## src/design/cdtwg_pkg.sv

```systemverilog
`default_nettype none
package cdtwg_pkg;

  localparam int ACT_W = 2;
  localparam int SYM_W = 2;
  localparam int SMP_W = 16;
  localparam int CNT_W = 16;
  localparam int CFG_IDX_W = 2;
  localparam int CFG_DATA_W = 32;
  localparam int PHASE_W = 32;

  // register slots in the sine unit, phase in to sine out
  localparam int SINE_STAGES = 9;

  typedef enum logic [ACT_W-1:0] {
    ACT_PREAMBLE = 2'd0,
    ACT_SYMBOL   = 2'd1,
    ACT_NEXT     = 2'd2
  } action_t;

  typedef enum logic [2:0] {
    MODE_IDLE = 3'b001,
    MODE_PRE  = 3'b010,
    MODE_SYM  = 3'b100
  } mode_t;

  localparam logic [CFG_IDX_W-1:0] CFG_CHIRP_START = 2'd0;
  localparam logic [CFG_IDX_W-1:0] CFG_CHIRP_END   = 2'd1;
  localparam logic [CFG_IDX_W-1:0] CFG_CHIRP_DELTA = 2'd2;
  localparam logic [CFG_IDX_W-1:0] CFG_TONE_INC    = 2'd3;

  localparam logic [31:0] RST_CHIRP_START = 32'd536870912;
  localparam logic [31:0] RST_CHIRP_END   = 32'd1431655765;
  localparam logic [31:0] RST_CHIRP_DELTA = 32'd3495253;
  localparam logic [31:0] RST_TONE_INC    = 32'd501079518;

  // Q14 polynomial coefficients
  localparam logic [14:0] SIN_A = 15'd25736;
  localparam logic [13:0] SIN_B = 14'd10512;
  localparam logic [10:0] SIN_C = 11'd1160;
  localparam logic [14:0] QUARTER = 15'd16384;

  typedef struct packed {
    logic is_sym;
    logic neg_a;
    logic neg_b;
    logic last;
    logic active;
  } ctrl_t;

endpackage
`default_nettype wire

```

## src/design/cdtwg_in_if.sv

```systemverilog
`default_nettype none
interface cdtwg_in_if;
  import cdtwg_pkg::*;
  logic             valid;
  logic             ready;
  logic [ACT_W-1:0] action;
  logic [SYM_W-1:0] symbol;
  modport source(output valid, output action, output symbol, input ready);
  modport sink(input valid, input action, input symbol, output ready);
endinterface
`default_nettype wire

```

## src/design/cdtwg_out_if.sv

```systemverilog
`default_nettype none
interface cdtwg_out_if;
  import cdtwg_pkg::*;
  logic                    valid;
  logic                    ready;
  logic signed [SMP_W-1:0] sample;
  logic                    last;
  logic                    active;
  modport source(output valid, output sample, output last, output active, input ready);
  modport sink(input valid, input sample, input last, input active, output ready);
endinterface
`default_nettype wire

```

## src/design/cdtwg_cfg_if.sv

```systemverilog
`default_nettype none
interface cdtwg_cfg_if;
  import cdtwg_pkg::*;
  logic                  valid;
  logic                  ready;
  logic [CFG_IDX_W-1:0]  index;
  logic [CFG_DATA_W-1:0] data;
  modport source(output valid, output index, output data, input ready);
  modport sink(input valid, input index, input data, output ready);
endinterface
`default_nettype wire

```

## src/design/cdtwg_sine.sv

```systemverilog
`default_nettype none
module cdtwg_sine #(
  parameter int DEPTH = 1024
) (
  input  wire                                    clk,
  input  wire [cdtwg_pkg::SINE_STAGES-1:0]       en,
  input  wire [cdtwg_pkg::PHASE_W-1:0]           phase,
  output logic signed [cdtwg_pkg::SMP_W-1:0]     sine
);
  import cdtwg_pkg::*;

  localparam int KW = $clog2(DEPTH);
  localparam int DW = $clog2(DEPTH + 1);
  // floor(2^48 / DEPTH); quotient estimate is exact or one low
  localparam logic [47:0] RECIP = 48'((64'd1 << 48) / DEPTH);

  // table index k = phase * DEPTH >> 32
  logic [31+DW:0] m1;
  logic [KW-1:0]  k1_r;
  assign m1 = (32 + DW)'(phase) * (32 + DW)'(DEPTH);

  // u = (k << 16) / DEPTH by reciprocal
  logic [47:0]   m2;
  logic [15:0]   q2_r;
  logic [KW-1:0] k2_r;
  assign m2 = 48'(k1_r) * RECIP;

  logic [31:0]   m3;
  logic [31:0]   m3_r;
  logic [15:0]   q3_r;
  logic [KW-1:0] k3_r;
  assign m3 = 32'(q2_r) * 32'(DEPTH);

  logic [31:0] num;
  logic [31:0] rem;
  logic [15:0] u;
  logic [14:0] z;
  logic [14:0] z4_r;
  logic [1:0]  qd4_r;
  assign num = 32'(k3_r) << 16;
  assign rem = num - m3_r;
  assign u   = (rem >= 32'(DEPTH)) ? q3_r + 16'd1 : q3_r;
  assign z   = u[14] ? QUARTER - {1'b0, u[13:0]} : {1'b0, u[13:0]};

  logic [29:0] p5;
  logic [14:0] z2_5_r;
  logic [14:0] z5_r;
  logic [1:0]  qd5_r;
  assign p5 = 30'(z4_r) * 30'(z4_r);

  logic [25:0] p6;
  logic [10:0] t1_6_r;
  logic [14:0] z2_6_r;
  logic [14:0] z6_r;
  logic [1:0]  qd6_r;
  assign p6 = 26'(z2_5_r) * 26'(SIN_C);

  logic [13:0] d7;
  logic [28:0] p7;
  logic [13:0] t7_r;
  logic [14:0] z7_r;
  logic [1:0]  qd7_r;
  assign d7 = SIN_B - 14'(t1_6_r);
  assign p7 = 29'(z2_6_r) * 29'(d7);

  logic [14:0] d8;
  logic [29:0] p8;
  logic [14:0] y8_r;
  logic [1:0]  qd8_r;
  assign d8 = SIN_A - 15'(t7_r);
  assign p8 = 30'(z7_r) * 30'(d8);

  logic [15:0]             h;
  logic signed [SMP_W-1:0] sine_nxt;
  logic signed [SMP_W-1:0] sine_r;
  assign h        = (16'(y8_r) + 16'd1) >> 1;
  assign sine_nxt = qd8_r[1] ? -$signed(h) : $signed(h);

  always_ff @(posedge clk) begin
    if (en[0]) begin
      k1_r <= m1[32 +: KW];
    end
    if (en[1]) begin
      q2_r <= m2[47:32];
      k2_r <= k1_r;
    end
    if (en[2]) begin
      m3_r <= m3;
      q3_r <= q2_r;
      k3_r <= k2_r;
    end
    if (en[3]) begin
      z4_r  <= z;
      qd4_r <= u[15:14];
    end
    if (en[4]) begin
      z2_5_r <= p5[28:14];
      z5_r   <= z4_r;
      qd5_r  <= qd4_r;
    end
    if (en[5]) begin
      t1_6_r <= p6[24:14];
      z2_6_r <= z2_5_r;
      z6_r   <= z5_r;
      qd6_r  <= qd5_r;
    end
    if (en[6]) begin
      t7_r  <= p7[27:14];
      z7_r  <= z6_r;
      qd7_r <= qd6_r;
    end
    if (en[7]) begin
      y8_r  <= p8[28:14];
      qd8_r <= qd7_r;
    end
    if (en[8]) begin
      sine_r <= sine_nxt;
    end
  end

  assign sine = sine_r;

endmodule
`default_nettype wire

```

## src/design/chirp_and_dual_tone_waveform_generator.sv

```systemverilog
// Path: an input slot, then the nine sine slots, then the output register.
// Throughput: one item per cycle while the output is not stalled; an 11-slot
// pipeline with per-slot valid collapses bubbles, so under an output stall input
// flows on until 11 items wait. Sine path: at most one multiplier per slot.
// Reset (rst_n low, synchronous): pipeline empty, generator idle, registers default.
`default_nettype none
module chirp_and_dual_tone_waveform_generator #(
  parameter int PREAMBLE_LENGTH  = 512,
  parameter int SYMBOL_LENGTH    = 48,
  parameter int SINE_TABLE_DEPTH = 1024
) (
  input  wire          clk,
  input  wire          rst_n,
  cdtwg_in_if.sink     in_ch,
  cdtwg_out_if.source  out_ch,
  cdtwg_cfg_if.sink    cfg_ch
);
  import cdtwg_pkg::*;

  localparam int NP = SINE_STAGES + 2;
  localparam logic [CNT_W:0] HALF_LIM = (CNT_W + 1)'(PREAMBLE_LENGTH / 2);
  localparam logic [CNT_W:0] PRE_LIM  = (CNT_W + 1)'(PREAMBLE_LENGTH);
  localparam logic [CNT_W:0] SYM_LIM  = (CNT_W + 1)'(SYMBOL_LENGTH);

  // config
  logic [31:0] start_r, end_r, delta_r, tone_r;

  assign cfg_ch.ready = 1'b1;

  always_ff @(posedge clk) begin
    if (!rst_n) begin
      start_r <= RST_CHIRP_START;
      end_r   <= RST_CHIRP_END;
      delta_r <= RST_CHIRP_DELTA;
      tone_r  <= RST_TONE_INC;
    end else if (cfg_ch.valid) begin
      unique case (cfg_ch.index)
        CFG_CHIRP_START: start_r <= cfg_ch.data;
        CFG_CHIRP_END:   end_r   <= cfg_ch.data;
        CFG_CHIRP_DELTA: delta_r <= cfg_ch.data;
        CFG_TONE_INC:    tone_r  <= cfg_ch.data;
        default: ;
      endcase
    end
  end

  // pipeline flow control
  logic [NP-1:0] vld_r;
  logic [NP-1:0] rdy;
  logic [NP-1:0] en;
  logic          acc;

  always_comb begin
    rdy[NP-1] = !vld_r[NP-1] || out_ch.ready;
    for (int p = NP - 2; p >= 0; p--) begin
      rdy[p] = !vld_r[p] || rdy[p+1];
    end
  end

  assign acc         = in_ch.valid && rdy[0];
  assign in_ch.ready = rdy[0];

  always_comb begin
    en[0] = acc;
    for (int p = 1; p < NP; p++) begin
      en[p] = rdy[p] && vld_r[p-1];
    end
  end

  always_ff @(posedge clk) begin
    if (!rst_n) begin
      vld_r <= '0;
    end else begin
      if (rdy[0]) begin
        vld_r[0] <= in_ch.valid;
      end
      for (int p = 1; p < NP; p++) begin
        if (rdy[p]) begin
          vld_r[p] <= vld_r[p-1];
        end
      end
    end
  end

  // generator state
  mode_t            mode_r, mode_nxt;
  logic [CNT_W-1:0] cnt_r, cnt_nxt, cnt_inc;
  logic [31:0]      fw_r, fw_nxt;
  logic [31:0]      cph_r, cph_nxt;
  logic [31:0]      tph_r, tph_nxt;
  logic [SYM_W-1:0] sym_r, sym_nxt;
  logic [32:0]      avg_sum;
  logic [CNT_W:0]   lim;
  logic             produce;
  logic             is_pre;
  ctrl_t            ctrl_nxt;
  action_t          act;

  assign act     = action_t'(in_ch.action);
  assign cnt_inc = cnt_r + 1'b1;

  always_comb begin
    mode_nxt = mode_r;
    cnt_nxt  = cnt_r;
    fw_nxt   = fw_r;
    cph_nxt  = cph_r;
    tph_nxt  = tph_r;
    sym_nxt  = sym_r;
    produce  = 1'b0;
    avg_sum  = '0;
    unique case (act)
      ACT_PREAMBLE: begin
        mode_nxt = MODE_PRE;
        cnt_nxt  = '0;
        fw_nxt   = start_r;
        cph_nxt  = '0;
        produce  = 1'b1;
      end
      ACT_SYMBOL: begin
        mode_nxt = MODE_SYM;
        cnt_nxt  = '0;
        tph_nxt  = '0;
        sym_nxt  = in_ch.symbol;
        produce  = 1'b1;
      end
      ACT_NEXT: begin
        if (mode_r != MODE_IDLE) begin
          cnt_nxt = cnt_inc;
          produce = 1'b1;
          if (mode_r == MODE_PRE) begin
            if ({1'b0, cnt_inc} < HALF_LIM) begin
              fw_nxt = fw_r + delta_r;
            end else if ({1'b0, cnt_inc} == HALF_LIM) begin
              fw_nxt = end_r;
            end else begin
              fw_nxt = fw_r - delta_r;
            end
            avg_sum = {1'b0, fw_nxt} + {1'b0, fw_r};
            cph_nxt = cph_r + avg_sum[32:1];
          end else begin
            tph_nxt = tph_r + tone_r;
          end
        end
      end
      default: ;
    endcase

    is_pre = (mode_nxt == MODE_PRE);
    lim    = is_pre ? PRE_LIM : SYM_LIM;

    ctrl_nxt.is_sym = !is_pre;
    ctrl_nxt.neg_a  = !is_pre && sym_nxt[1];
    ctrl_nxt.neg_b  = !is_pre && sym_nxt[0];
    ctrl_nxt.active = produce;
    ctrl_nxt.last   = produce && (({1'b0, cnt_nxt} + 1'b1) >= lim);
    if (ctrl_nxt.last) begin
      mode_nxt = MODE_IDLE;
    end
  end

  always_ff @(posedge clk) begin
    if (!rst_n) begin
      mode_r <= MODE_IDLE;
      cnt_r  <= '0;
      fw_r   <= '0;
      cph_r  <= '0;
      tph_r  <= '0;
      sym_r  <= '0;
    end else if (acc) begin
      mode_r <= mode_nxt;
      cnt_r  <= cnt_nxt;
      fw_r   <= fw_nxt;
      cph_r  <= cph_nxt;
      tph_r  <= tph_nxt;
      sym_r  <= sym_nxt;
    end
  end

  // input slot and control side pipe
  logic [31:0] pha_r, phb_r;
  ctrl_t       ctrl_r [NP-1];

  always_ff @(posedge clk) begin
    if (en[0]) begin
      pha_r     <= is_pre ? cph_nxt : tph_nxt;
      phb_r     <= {tph_nxt[30:0], 1'b0};
      ctrl_r[0] <= ctrl_nxt;
    end
    for (int p = 1; p < NP - 1; p++) begin
      if (en[p]) begin
        ctrl_r[p] <= ctrl_r[p-1];
      end
    end
  end

  // sine units
  logic signed [SMP_W-1:0] sa, sb;

  cdtwg_sine #(.DEPTH(SINE_TABLE_DEPTH)) u_sine_a (
    .clk   (clk),
    .en    (en[NP-2:1]),
    .phase (pha_r),
    .sine  (sa)
  );

  cdtwg_sine #(.DEPTH(SINE_TABLE_DEPTH)) u_sine_b (
    .clk   (clk),
    .en    (en[NP-2:1]),
    .phase (phb_r),
    .sine  (sb)
  );

  // output register
  ctrl_t                   cf;
  logic signed [SMP_W-1:0] sa_s, sb_s, smp_nxt;
  logic signed [SMP_W-1:0] smp_r;
  logic                    last_r, act_r;

  assign cf   = ctrl_r[NP-2];
  assign sa_s = cf.neg_a ? -sa : sa;
  assign sb_s = cf.neg_b ? -sb : sb;

  always_comb begin
    if (!cf.active) begin
      smp_nxt = '0;
    end else if (cf.is_sym) begin
      smp_nxt = sa_s + sb_s;
    end else begin
      smp_nxt = sa;
    end
  end

  always_ff @(posedge clk) begin
    if (en[NP-1]) begin
      smp_r  <= smp_nxt;
      last_r <= cf.last;
      act_r  <= cf.active;
    end
  end

  assign out_ch.valid  = vld_r[NP-1];
  assign out_ch.sample = smp_r;
  assign out_ch.last   = last_r;
  assign out_ch.active = act_r;

  a_acc_fills_slot: assert property (@(posedge clk) disable iff (!rst_n)
    acc |=> vld_r[0])
    else $error("accepted item did not enter the pipeline");

  a_last_to_idle: assert property (@(posedge clk) disable iff (!rst_n)
    acc && ctrl_nxt.last |=> mode_r == MODE_IDLE)
    else $error("generator not idle after final sample");

  a_cnt_bound: assert property (@(posedge clk) disable iff (!rst_n)
    mode_r == MODE_PRE |-> ({1'b0, cnt_r} + 1'b1) < PRE_LIM)
    else $error("preamble count past its final sample");

  a_idle_zero: assert property (@(posedge clk) disable iff (!rst_n)
    out_ch.valid && !out_ch.active |-> out_ch.sample == '0 && !out_ch.last)
    else $error("idle result carries a sample or last");

  a_sym_cnt_bound: assert property (@(posedge clk) disable iff (!rst_n)
    mode_r == MODE_SYM |-> ({1'b0, cnt_r} + 1'b1) < SYM_LIM)
    else $error("symbol count past its final sample");

endmodule
`default_nettype wire
```

## src/flat_wrapper.sv

```systemverilog
// flat-port wrapper written by rule: the top's interface ports become plain ports
module chirp_and_dual_tone_waveform_generator_flat import cdtwg_pkg::*;
#(
  parameter int PREAMBLE_LENGTH  = 512,
  parameter int SYMBOL_LENGTH    = 48,
  parameter int SINE_TABLE_DEPTH = 1024
)
  (clk, rst_n, in_ch_valid, in_ch_action, in_ch_symbol, in_ch_ready, out_ch_valid, out_ch_sample, out_ch_last, out_ch_active, out_ch_ready, cfg_ch_valid, cfg_ch_index, cfg_ch_data, cfg_ch_ready);
  cdtwg_in_if in_ch_i ();
  cdtwg_out_if out_ch_i ();
  cdtwg_cfg_if cfg_ch_i ();
  input  wire clk;
  input  wire rst_n;
  input wire logic [$bits(in_ch_i.valid)-1:0] in_ch_valid;
  input wire logic [$bits(in_ch_i.action)-1:0] in_ch_action;
  input wire logic [$bits(in_ch_i.symbol)-1:0] in_ch_symbol;
  output wire logic [$bits(in_ch_i.ready)-1:0] in_ch_ready;
  output wire logic [$bits(out_ch_i.valid)-1:0] out_ch_valid;
  output wire logic [$bits(out_ch_i.sample)-1:0] out_ch_sample;
  output wire logic [$bits(out_ch_i.last)-1:0] out_ch_last;
  output wire logic [$bits(out_ch_i.active)-1:0] out_ch_active;
  input wire logic [$bits(out_ch_i.ready)-1:0] out_ch_ready;
  input wire logic [$bits(cfg_ch_i.valid)-1:0] cfg_ch_valid;
  input wire logic [$bits(cfg_ch_i.index)-1:0] cfg_ch_index;
  input wire logic [$bits(cfg_ch_i.data)-1:0] cfg_ch_data;
  output wire logic [$bits(cfg_ch_i.ready)-1:0] cfg_ch_ready;
  assign in_ch_i.valid = in_ch_valid;
  assign in_ch_i.action = in_ch_action;
  assign in_ch_i.symbol = in_ch_symbol;
  assign in_ch_ready = in_ch_i.ready;
  assign out_ch_valid = out_ch_i.valid;
  assign out_ch_sample = out_ch_i.sample;
  assign out_ch_last = out_ch_i.last;
  assign out_ch_active = out_ch_i.active;
  assign out_ch_i.ready = out_ch_ready;
  assign cfg_ch_i.valid = cfg_ch_valid;
  assign cfg_ch_i.index = cfg_ch_index;
  assign cfg_ch_i.data = cfg_ch_data;
  assign cfg_ch_ready = cfg_ch_i.ready;
  chirp_and_dual_tone_waveform_generator #(.PREAMBLE_LENGTH(PREAMBLE_LENGTH), .SYMBOL_LENGTH(SYMBOL_LENGTH), .SINE_TABLE_DEPTH(SINE_TABLE_DEPTH)) u_core (.clk(clk), .rst_n(rst_n), .in_ch(in_ch_i), .out_ch(out_ch_i), .cfg_ch(cfg_ch_i));
endmodule
```

## config.mk

```make
export PLATFORM = sky130hd
export DESIGN_NAME = chirp_and_dual_tone_waveform_generator_flat
export DESIGN_NICKNAME = d
export VERILOG_FILES = /design/src/design/cdtwg_pkg.sv /design/src/design/cdtwg_in_if.sv /design/src/design/cdtwg_out_if.sv /design/src/design/cdtwg_cfg_if.sv /design/src/design/cdtwg_sine.sv /design/src/design/chirp_and_dual_tone_waveform_generator.sv /design/src/flat_wrapper.sv
export SDC_FILE = /design/constraint.sdc
export NUM_CORES = 2
export LEC_CHECK = 0
export BUFFER_PORTS_ARGS = -buffer_cell sky130_fd_sc_hd__buf_2
export CELL_PAD_IN_SITES_DETAIL_PLACEMENT = 1
export CELL_PAD_IN_SITES_GLOBAL_PLACEMENT = 2
export CORE_MARGIN = 3
export CORE_UTILIZATION = 43
export DETAILED_ROUTE_END_ITERATION = 7
export PLACE_DENSITY_LB_ADDON = 0.3
export SYNTH_ARGS = -nofsm -noshare
export SYNTH_HDL_FRONTEND = slang
export SYNTH_SLANG_ARGS = --single-unit
export TNS_END_PERCENT = 100
```

## constraint.sdc

```tcl
create_clock -name clk -period 10.5 [get_ports clk]
set_clock_uncertainty 0.05 [all_clocks]
set_input_delay 1.575 -clock clk [delete_from_list [all_inputs] [get_ports clk]]
set_output_delay 1.575 -clock clk [all_outputs]
set_load 0.02 [all_outputs]
```

# After elaboration in Yosys (flattened, before gate mapping)
# Memories as Yosys holds them, arrays and structs flattened.
# Index checks and enable logic that the tools add are counted.
word_totals:
  memories: 1
  inputBits: 43
  regBits: 709
  ram_bits: 50
  rom_bits: 0
  out_inout_bits: 21
  word_cells: 212
  latchBits: 0
op_classes:
  reduce_logical: 46
  bitwise: 0
  shifts: 0
  eq_ne: 11
  n_mux: 52
  n_lt_le_gt_ge: 4
  mul: 8
  div: 0
  addsub: 24
memory_table:
  columns: ["memory", "words", "word_bits", "rd", "rd_ports_with_merged_regs", "wr", "line_no", "source"]
  rows:
  - ["u_core.ctrl_r", 10, 5, 10, 0, 10, "chirp_and_dual_tone_waveform_generator.sv:181", "ctrl_t ctrl_r [NP-1];"]
ops:
  columns: ["cell", "n"]
  rows:
  - ["two-way mux 32 bit", 12]
  - ["case mux 32 bit (2 select lines)", 3]
  - ["multiplier 15 x 15 -> 29 bit", 4]
  - ["adder 32 bit", 3]
  - ["two-way mux 16 bit", 6]
  - [">= comparator 32 x 11 -> 1 bit, second input constant", 2]
  - ["subtractor 15 x 14 -> 15 bit, first input constant", 4]
  - ["multiplier 15 x 14 -> 28 bit", 2]
  - ["subtractor 26 x 26 -> 27 bit", 2]
  - ["adder 16 x 1 -> 16 bit, second input constant", 3]
  - ["multiplier 15 x 8 -> 22 bit, second input constant", 2]
  - ["adder 32 x 32 -> 33 bit", 1]
  - ["adder 15 x 1 -> 16 bit, second input constant", 2]
  - ["negator 15 -> 16 bit", 2]
  - ["negator 16 bit", 2]
  - ["case mux 16 bit (2 select lines)", 1]
  - ["subtractor 32 bit", 1]
  - ["two-way mux 15 bit", 2]
  - ["two-way mux 14 bit", 2]
  - ["subtractor 14 x 11 -> 14 bit, first input constant", 2]
  - ["two-way mux 1 bit", 21]
  - ["adder 16 x 1 -> 17 bit, second input constant", 1]
  - [">= comparator 17 bit", 1]
  - ["adder 16 bit", 1]
  - ["other kinds (20)", 63]

# Depth between registers and ports, before layout
logic_depth:
  word_depth: 15
  ltp_mapped: 36
  mapped_depth_nobuf: 35

# By module
# Synthesis repeated with hierarchy kept, for this count alone.
hier_totals:
  hier_cells: 7413
  area_unflattened_um2: 70920.5
by_module_without_submodules:
  columns: ["mod", "cells_per_inst", "area_per_inst_um2", "seq_area_each_um2", "instances"]
  rows:
  - ["chirp_and_dual_tone_waveform_generator", 3008, 24930.2, 9058.7, 1]
  - ["cdtwg_sine (u_core.u_sine_a)", 2232, 23191.0, 4714.5, 1]
  - ["cdtwg_sine (u_core.u_sine_b)", 2173, 22799.4, 4714.5, 1]

# Least setup slack after synthesis
# OpenSTA, ideal clock, no wires.
synth_path:
  path_kind: "reg-to-reg"
  from: "register u_core.u_sine_a.t1_6_r[0]"
  to: "register u_core.u_sine_a.t7_r[13], data pin"
  setup_time_ps: 260
  period_less_slack_ps: 7606
  t_required_ps: 10190
  path_buffers: 2
  arrival_ps: 7296
  path_stages_with_launch: 31
  setup_slack_ps: 2894
  cell_sequence: "edfxtp_1 buf_1 inv_1 ha_1 nand2_1 and2_1 nor2_1 xnor2_1 clkbuf_1 nand2_1 fa_1 fa_1 inv_1 fa_1 inv_1 fa_1 inv_1 fa_1 fa_1 ha_1 a2111oi_0 o21ai_0 a22o_1 a31oi_1 a21oi_1 a41o_1 nor3_1 o311ai_0 or3_1 a31oi_1 xnor2_1"
synth_via:
  elab_chain_len: 2
synth_rtl:
  columns: ["element", "line_no", "source"]
  rows:
  - ["from (decl)", "cdtwg_sine.sv:52", "logic [10:0] t1_6_r;"]
  - ["from (signal assigned)", "cdtwg_sine.sv:102", "t1_6_r <= p6[24:14];"]
  - ["subtractor 14 x 11 -> 14 bit", "cdtwg_sine.sv:63", "assign d7 = SIN_B - 14'(t1_6_r);"]
  - ["multiplier 15 x 14 -> 28 bit", "cdtwg_sine.sv:64", "assign p7 = 29'(z2_6_r) * 29'(d7);"]
  - ["net u_core.u_sine_a.p7[27]", "cdtwg_sine.sv:59", "logic [28:0] p7;"]
  - ["to (signal assigned)", "cdtwg_sine.sv:108", "t7_r <= p7[27:14];"]
  - ["to (decl)", "cdtwg_sine.sv:60", "logic [13:0] t7_r;"]
# The timed path passes the listed nets, and every way through them passes these cells.
# A chain may end at the register's enable or synchronous reset.

# Worst setup path after layout
layout_path:
  from: "register u_core.cnt_r[0]"
  to: "register u_core.cph_r[30]"
layout_via:
  elab_chain_len: 12
  elab_cells_between_ends: 13
  cone_classes: "add/sub: 3; order compare: 1; eq/ne: 1; mux: 8"
layout_rtl:
  columns: ["element", "line_no", "source"]
  rows:
  - ["from (decl)", "chirp_and_dual_tone_waveform_generator.sv:87", "logic [CNT_W-1:0] cnt_r, cnt_nxt, cnt_inc;"]
  - ["from (signal assigned)", "chirp_and_dual_tone_waveform_generator.sv:171", "cnt_r <= cnt_nxt;"]
  - ["adder 16 x 1 -> 16 bit (*)", "chirp_and_dual_tone_waveform_generator.sv:100", "assign cnt_inc = cnt_r + 1'b1;"]
  - ["parallel branches: the longest is 2 deep, another holds less-than comparator 16 x 9 -> 1 bit", null, null]
  - ["two-way mux 32 bit (*)", "chirp_and_dual_tone_waveform_generator.sv:131", "if ({1'b0, cnt_inc} < HALF_LIM) begin"]
  - ["two-way mux 32 bit (*)", "chirp_and_dual_tone_waveform_generator.sv:130", "if (mode_r == MODE_PRE) begin"]
  - ["two-way mux 32 bit (*)", "chirp_and_dual_tone_waveform_generator.sv:127", "if (mode_r != MODE_IDLE) begin"]
  - ["two-way mux 32 bit (*)", "chirp_and_dual_tone_waveform_generator.sv:111", "unique case (act)"]
  - ["adder 32 x 32 -> 33 bit (*)", "chirp_and_dual_tone_waveform_generator.sv:138", "avg_sum = {1'b0, fw_nxt} + {1'b0, fw_r};"]
  - ["adder 32 bit (*)", "chirp_and_dual_tone_waveform_generator.sv:139", "cph_nxt = cph_r + avg_sum[32:1];"]
  - ["two-way mux 32 bit (*)", "chirp_and_dual_tone_waveform_generator.sv:130", null]
  - ["two-way mux 32 bit (*)", "chirp_and_dual_tone_waveform_generator.sv:127", null]
  - ["case mux 32 bit (2 select lines) (*)", "chirp_and_dual_tone_waveform_generator.sv:111", null]
  - ["to (signal assigned)", "chirp_and_dual_tone_waveform_generator.sv:173", "cph_r <= cph_nxt;"]
  - ["to (decl)", "chirp_and_dual_tone_waveform_generator.sv:89", "logic [31:0] cph_r, cph_nxt;"]
# Every way passes the cells marked *. The select of a mux whose other input is x is not followed.

==> results.ini <==
[sta]
worstMarginPinSlew_ns = 1.24
rsz0062_at_grt = no
finalCritPeriodShare_pct = 86.0
slew_viol_final = 0
timing.hold.ws_ns = 0.359
slew_headroom_pct = 16.9
fin_crit_ns = 9.03
fin_tns_setup_ns = 0
setup_viol = 0
fmax_mhz = 111
setup_slack_ns = 1.47
finalHoldViolations = 0

[cts]
clk_latency_ns = 0.70
htreeDepth = 3
clk_pin_slew_ns = 0.06
clockBufferDepth = 3
cts_tree = done
cts_root_buffer = clkbuf_16
hold_buffers = 0
cts_buffers = 79
post_cts_buffers = 0
clock-sinks = 658
cts_resized = 0

[drt]
drt_iter0_drc = 1977
ant_nets = 0
wl_per_cell_um = 18.8
wl_met3_mm = 5.05
drt-vias-per-instance = 5.25
wl_met2_mm = 88.7
remaining_drc_errors = 0
top_layer = met4
drt-met1-wl_mm = 78.4
firstDrtPassIters = 5
vias = 49300
routed_wl_mm = 176

[cells_and_area]
mostFrequentLayoutCell = inv_1
fill_cells = 17800
final_cells = 9391
fin_util_pct = 47.2
fin_nets = 8888
final-seq-area_um2 = 17200
syn_to_final_growth_pct = 9.02
most-common-layout-cells = inv_1 (1039), ha_1 (820), nand2_1 (802), fa_1 (757), edfxtp_1 (402)
n_antenna_cell = 0
layout-drive-gt1-share_pct = 4.42
multi_input_comb_area_um2 = 46800

[critical_path]
path_max_fanout = 14
rr_startpoint = u_core.cnt_r[0]
cp.arrival_ns = 9.55
path_depth = 29
startpoint_type = flip-flop
cp.required_ns = 11.02
cp_slowest_cell = o22ai_1
crit_start = u_core.cnt_r[0]
slowest_delay_ns = 0.76
end_kind = flip-flop
crit_family = compound AO/OA/AOI/OAI gates
cpMostUsedCell = a21oi_1
critPathBufInv = 1
critPathKind = reg -> reg
reg2reg_depth = 29

[global_route]
grt_usage_pct = 22.1
grt_pass1_vias = 54300
grt_first_pass_wirelength_mm = 291
grt_antenna_before_repair = 2
grt_max_degree = 106
grt_overflow_total = 0

[hold_path]
hold_depth = 0
hp-start = u_core.ctrl_r[0][2]
min_path_type = reg -> reg

[synth]
ys_types = 89
ys_async_sr_fraction_pct = 0
synth_cells = 7051
syn_area_um2 = 67800
synth_edf_count = 402
yosys_warnings = 0
ys_seq_elements = 658
synth-main-ff-cell = edfxtp_1
syn_avg_cell_area_um2 = 9.61
synth-seq-area-share_pct = 25.4

[placement]
hpwlAfterDp_mm = 141
portBuffers = 62
dp.cells = 9244
place_congestion = 0.893
pre_cts_ws_ns = 1.37

[pwr]
p_per_area_nw_per_um2 = 129
power_leakage_nw = 34.4
peakVddDrop_v = 0.000139
internal_power_mw = 6.15
power_frac_comb_pct = 39.2
power_switching_mw = 3.40
clockPowerShare_pct = 29.5
swShare_pct = 35.6
p_seq_share_pct = 31.3

[floorplan]
die_width_um = 403
start_util_pct = 43.3
fp-row-count = 145
ios = 64
dieArea_um2 = 162000
die_y_um = 403
core_um2 = 156000

[job]
drv_cap = 0

[outcome]
outcome = complete, no violations

-- power by group through the flow --
stage | registers (mW) | logic (mW) | clock network, mW
after floorplan | 3.02 | 2.78 | 0
after CTS | 2.99 | 3.73 | 2.90
after global routing | 2.99 | 4.36 | 3.00
final | 2.99 | 3.74 | 2.81
after detailed placement | 3.04 | 3.67 | 0
after global placement | 3.04 | 3.53 | 0
-- sequential cells by signal (all words and copies together), names as in the netlist, 16 cells and up --
name and flops:
u_core.delta_r 32, u_core.ctrl_r 50, u_core.u_sine_a.sine 16, u_core.tph_r 32
u_core.tone_r 32, u_core.cnt_r 16, u_core.out_ch.sample 16, u_core.u_sine_b.sine 16
u_core.start_r 32, u_core.end_r 32, u_core.cph_r 32, u_core.fw_r 32
-- layout make-up --
class / instances / area share [%]
Sequential cell: 658 / 23.3
Timing Repair Buffer: 117 / 0.982
Tap cell: 2058 / 3.49
Multi-Input combinational cell: 5370 / 63.4
Clock buffer: 105 / 2.96
Clock inverter: 42 / 0.635
Inverter: 1041 / 5.30
-- cells by family (layout without fill, tap and decap cells) --
kind of cell,Yosys count,in the layout,synth area share (%)
buf+inv,1262,1305,7.03
flops,658,658,25.4
simple gates,2057,2057,14.3
mux,40,40,0.600
compound gates,1103,1103,10.6
xor+xnor,351,351,4.54
fa+ha+maj,1578,1578,37.5
other cells,2,241,0.0111
-- through the flow --
step	area, µm²	power, mW
floorplan	68700	5.80
global route	73900	10.4
finish	73900	9.54
global placement	71200	6.58
detailed placement	71200	6.72
CTS	73900	9.62
-- cell usage after synthesis (38+ instances only) --
library cell	count	area [µm²]
a211oi_1	40	300
a21o_1	78	586
a21oi_1	353	1770
a22oi_1	72	541
and2_1	276	1730
and3_1	41	257
clkbuf_1	198	743
dfxtp_1	256	5120
edfxtp_1	402	12100
fa_1	757	15200
ha_1	821	10300
inv_1	1040	3900
nand2_1	802	3010
nand2b_1	58	363
nand3_1	127	636
nor2_1	395	1480
nor2b_1	149	932
nor3_1	83	415
o21a_1	48	360
o21ai_0	180	901
o31ai_1	38	285
xnor2_1	245	2150
xor2_1	106	928
-- final timing paths --
path,end,slack [ns]
worst min-delay path,u_core.ctrl_r[1][2],0.36
worst max-delay path,u_core.cph_r[30],1.47
worst min register to register,u_core.ctrl_r[1][2],0.36
worst max register to register,u_core.cph_r[30],1.47
-- per-layer routing --
layer | GRT usage, % | vias to the layer above
li1 | - | 23400
met1 | 28.5 | 25100
met2 | 39.6 | 591
met3 | 2.34 | 208
met4 | 5.60 | 0
met5 | 0 | -
(Power assumes the default switching activity.)
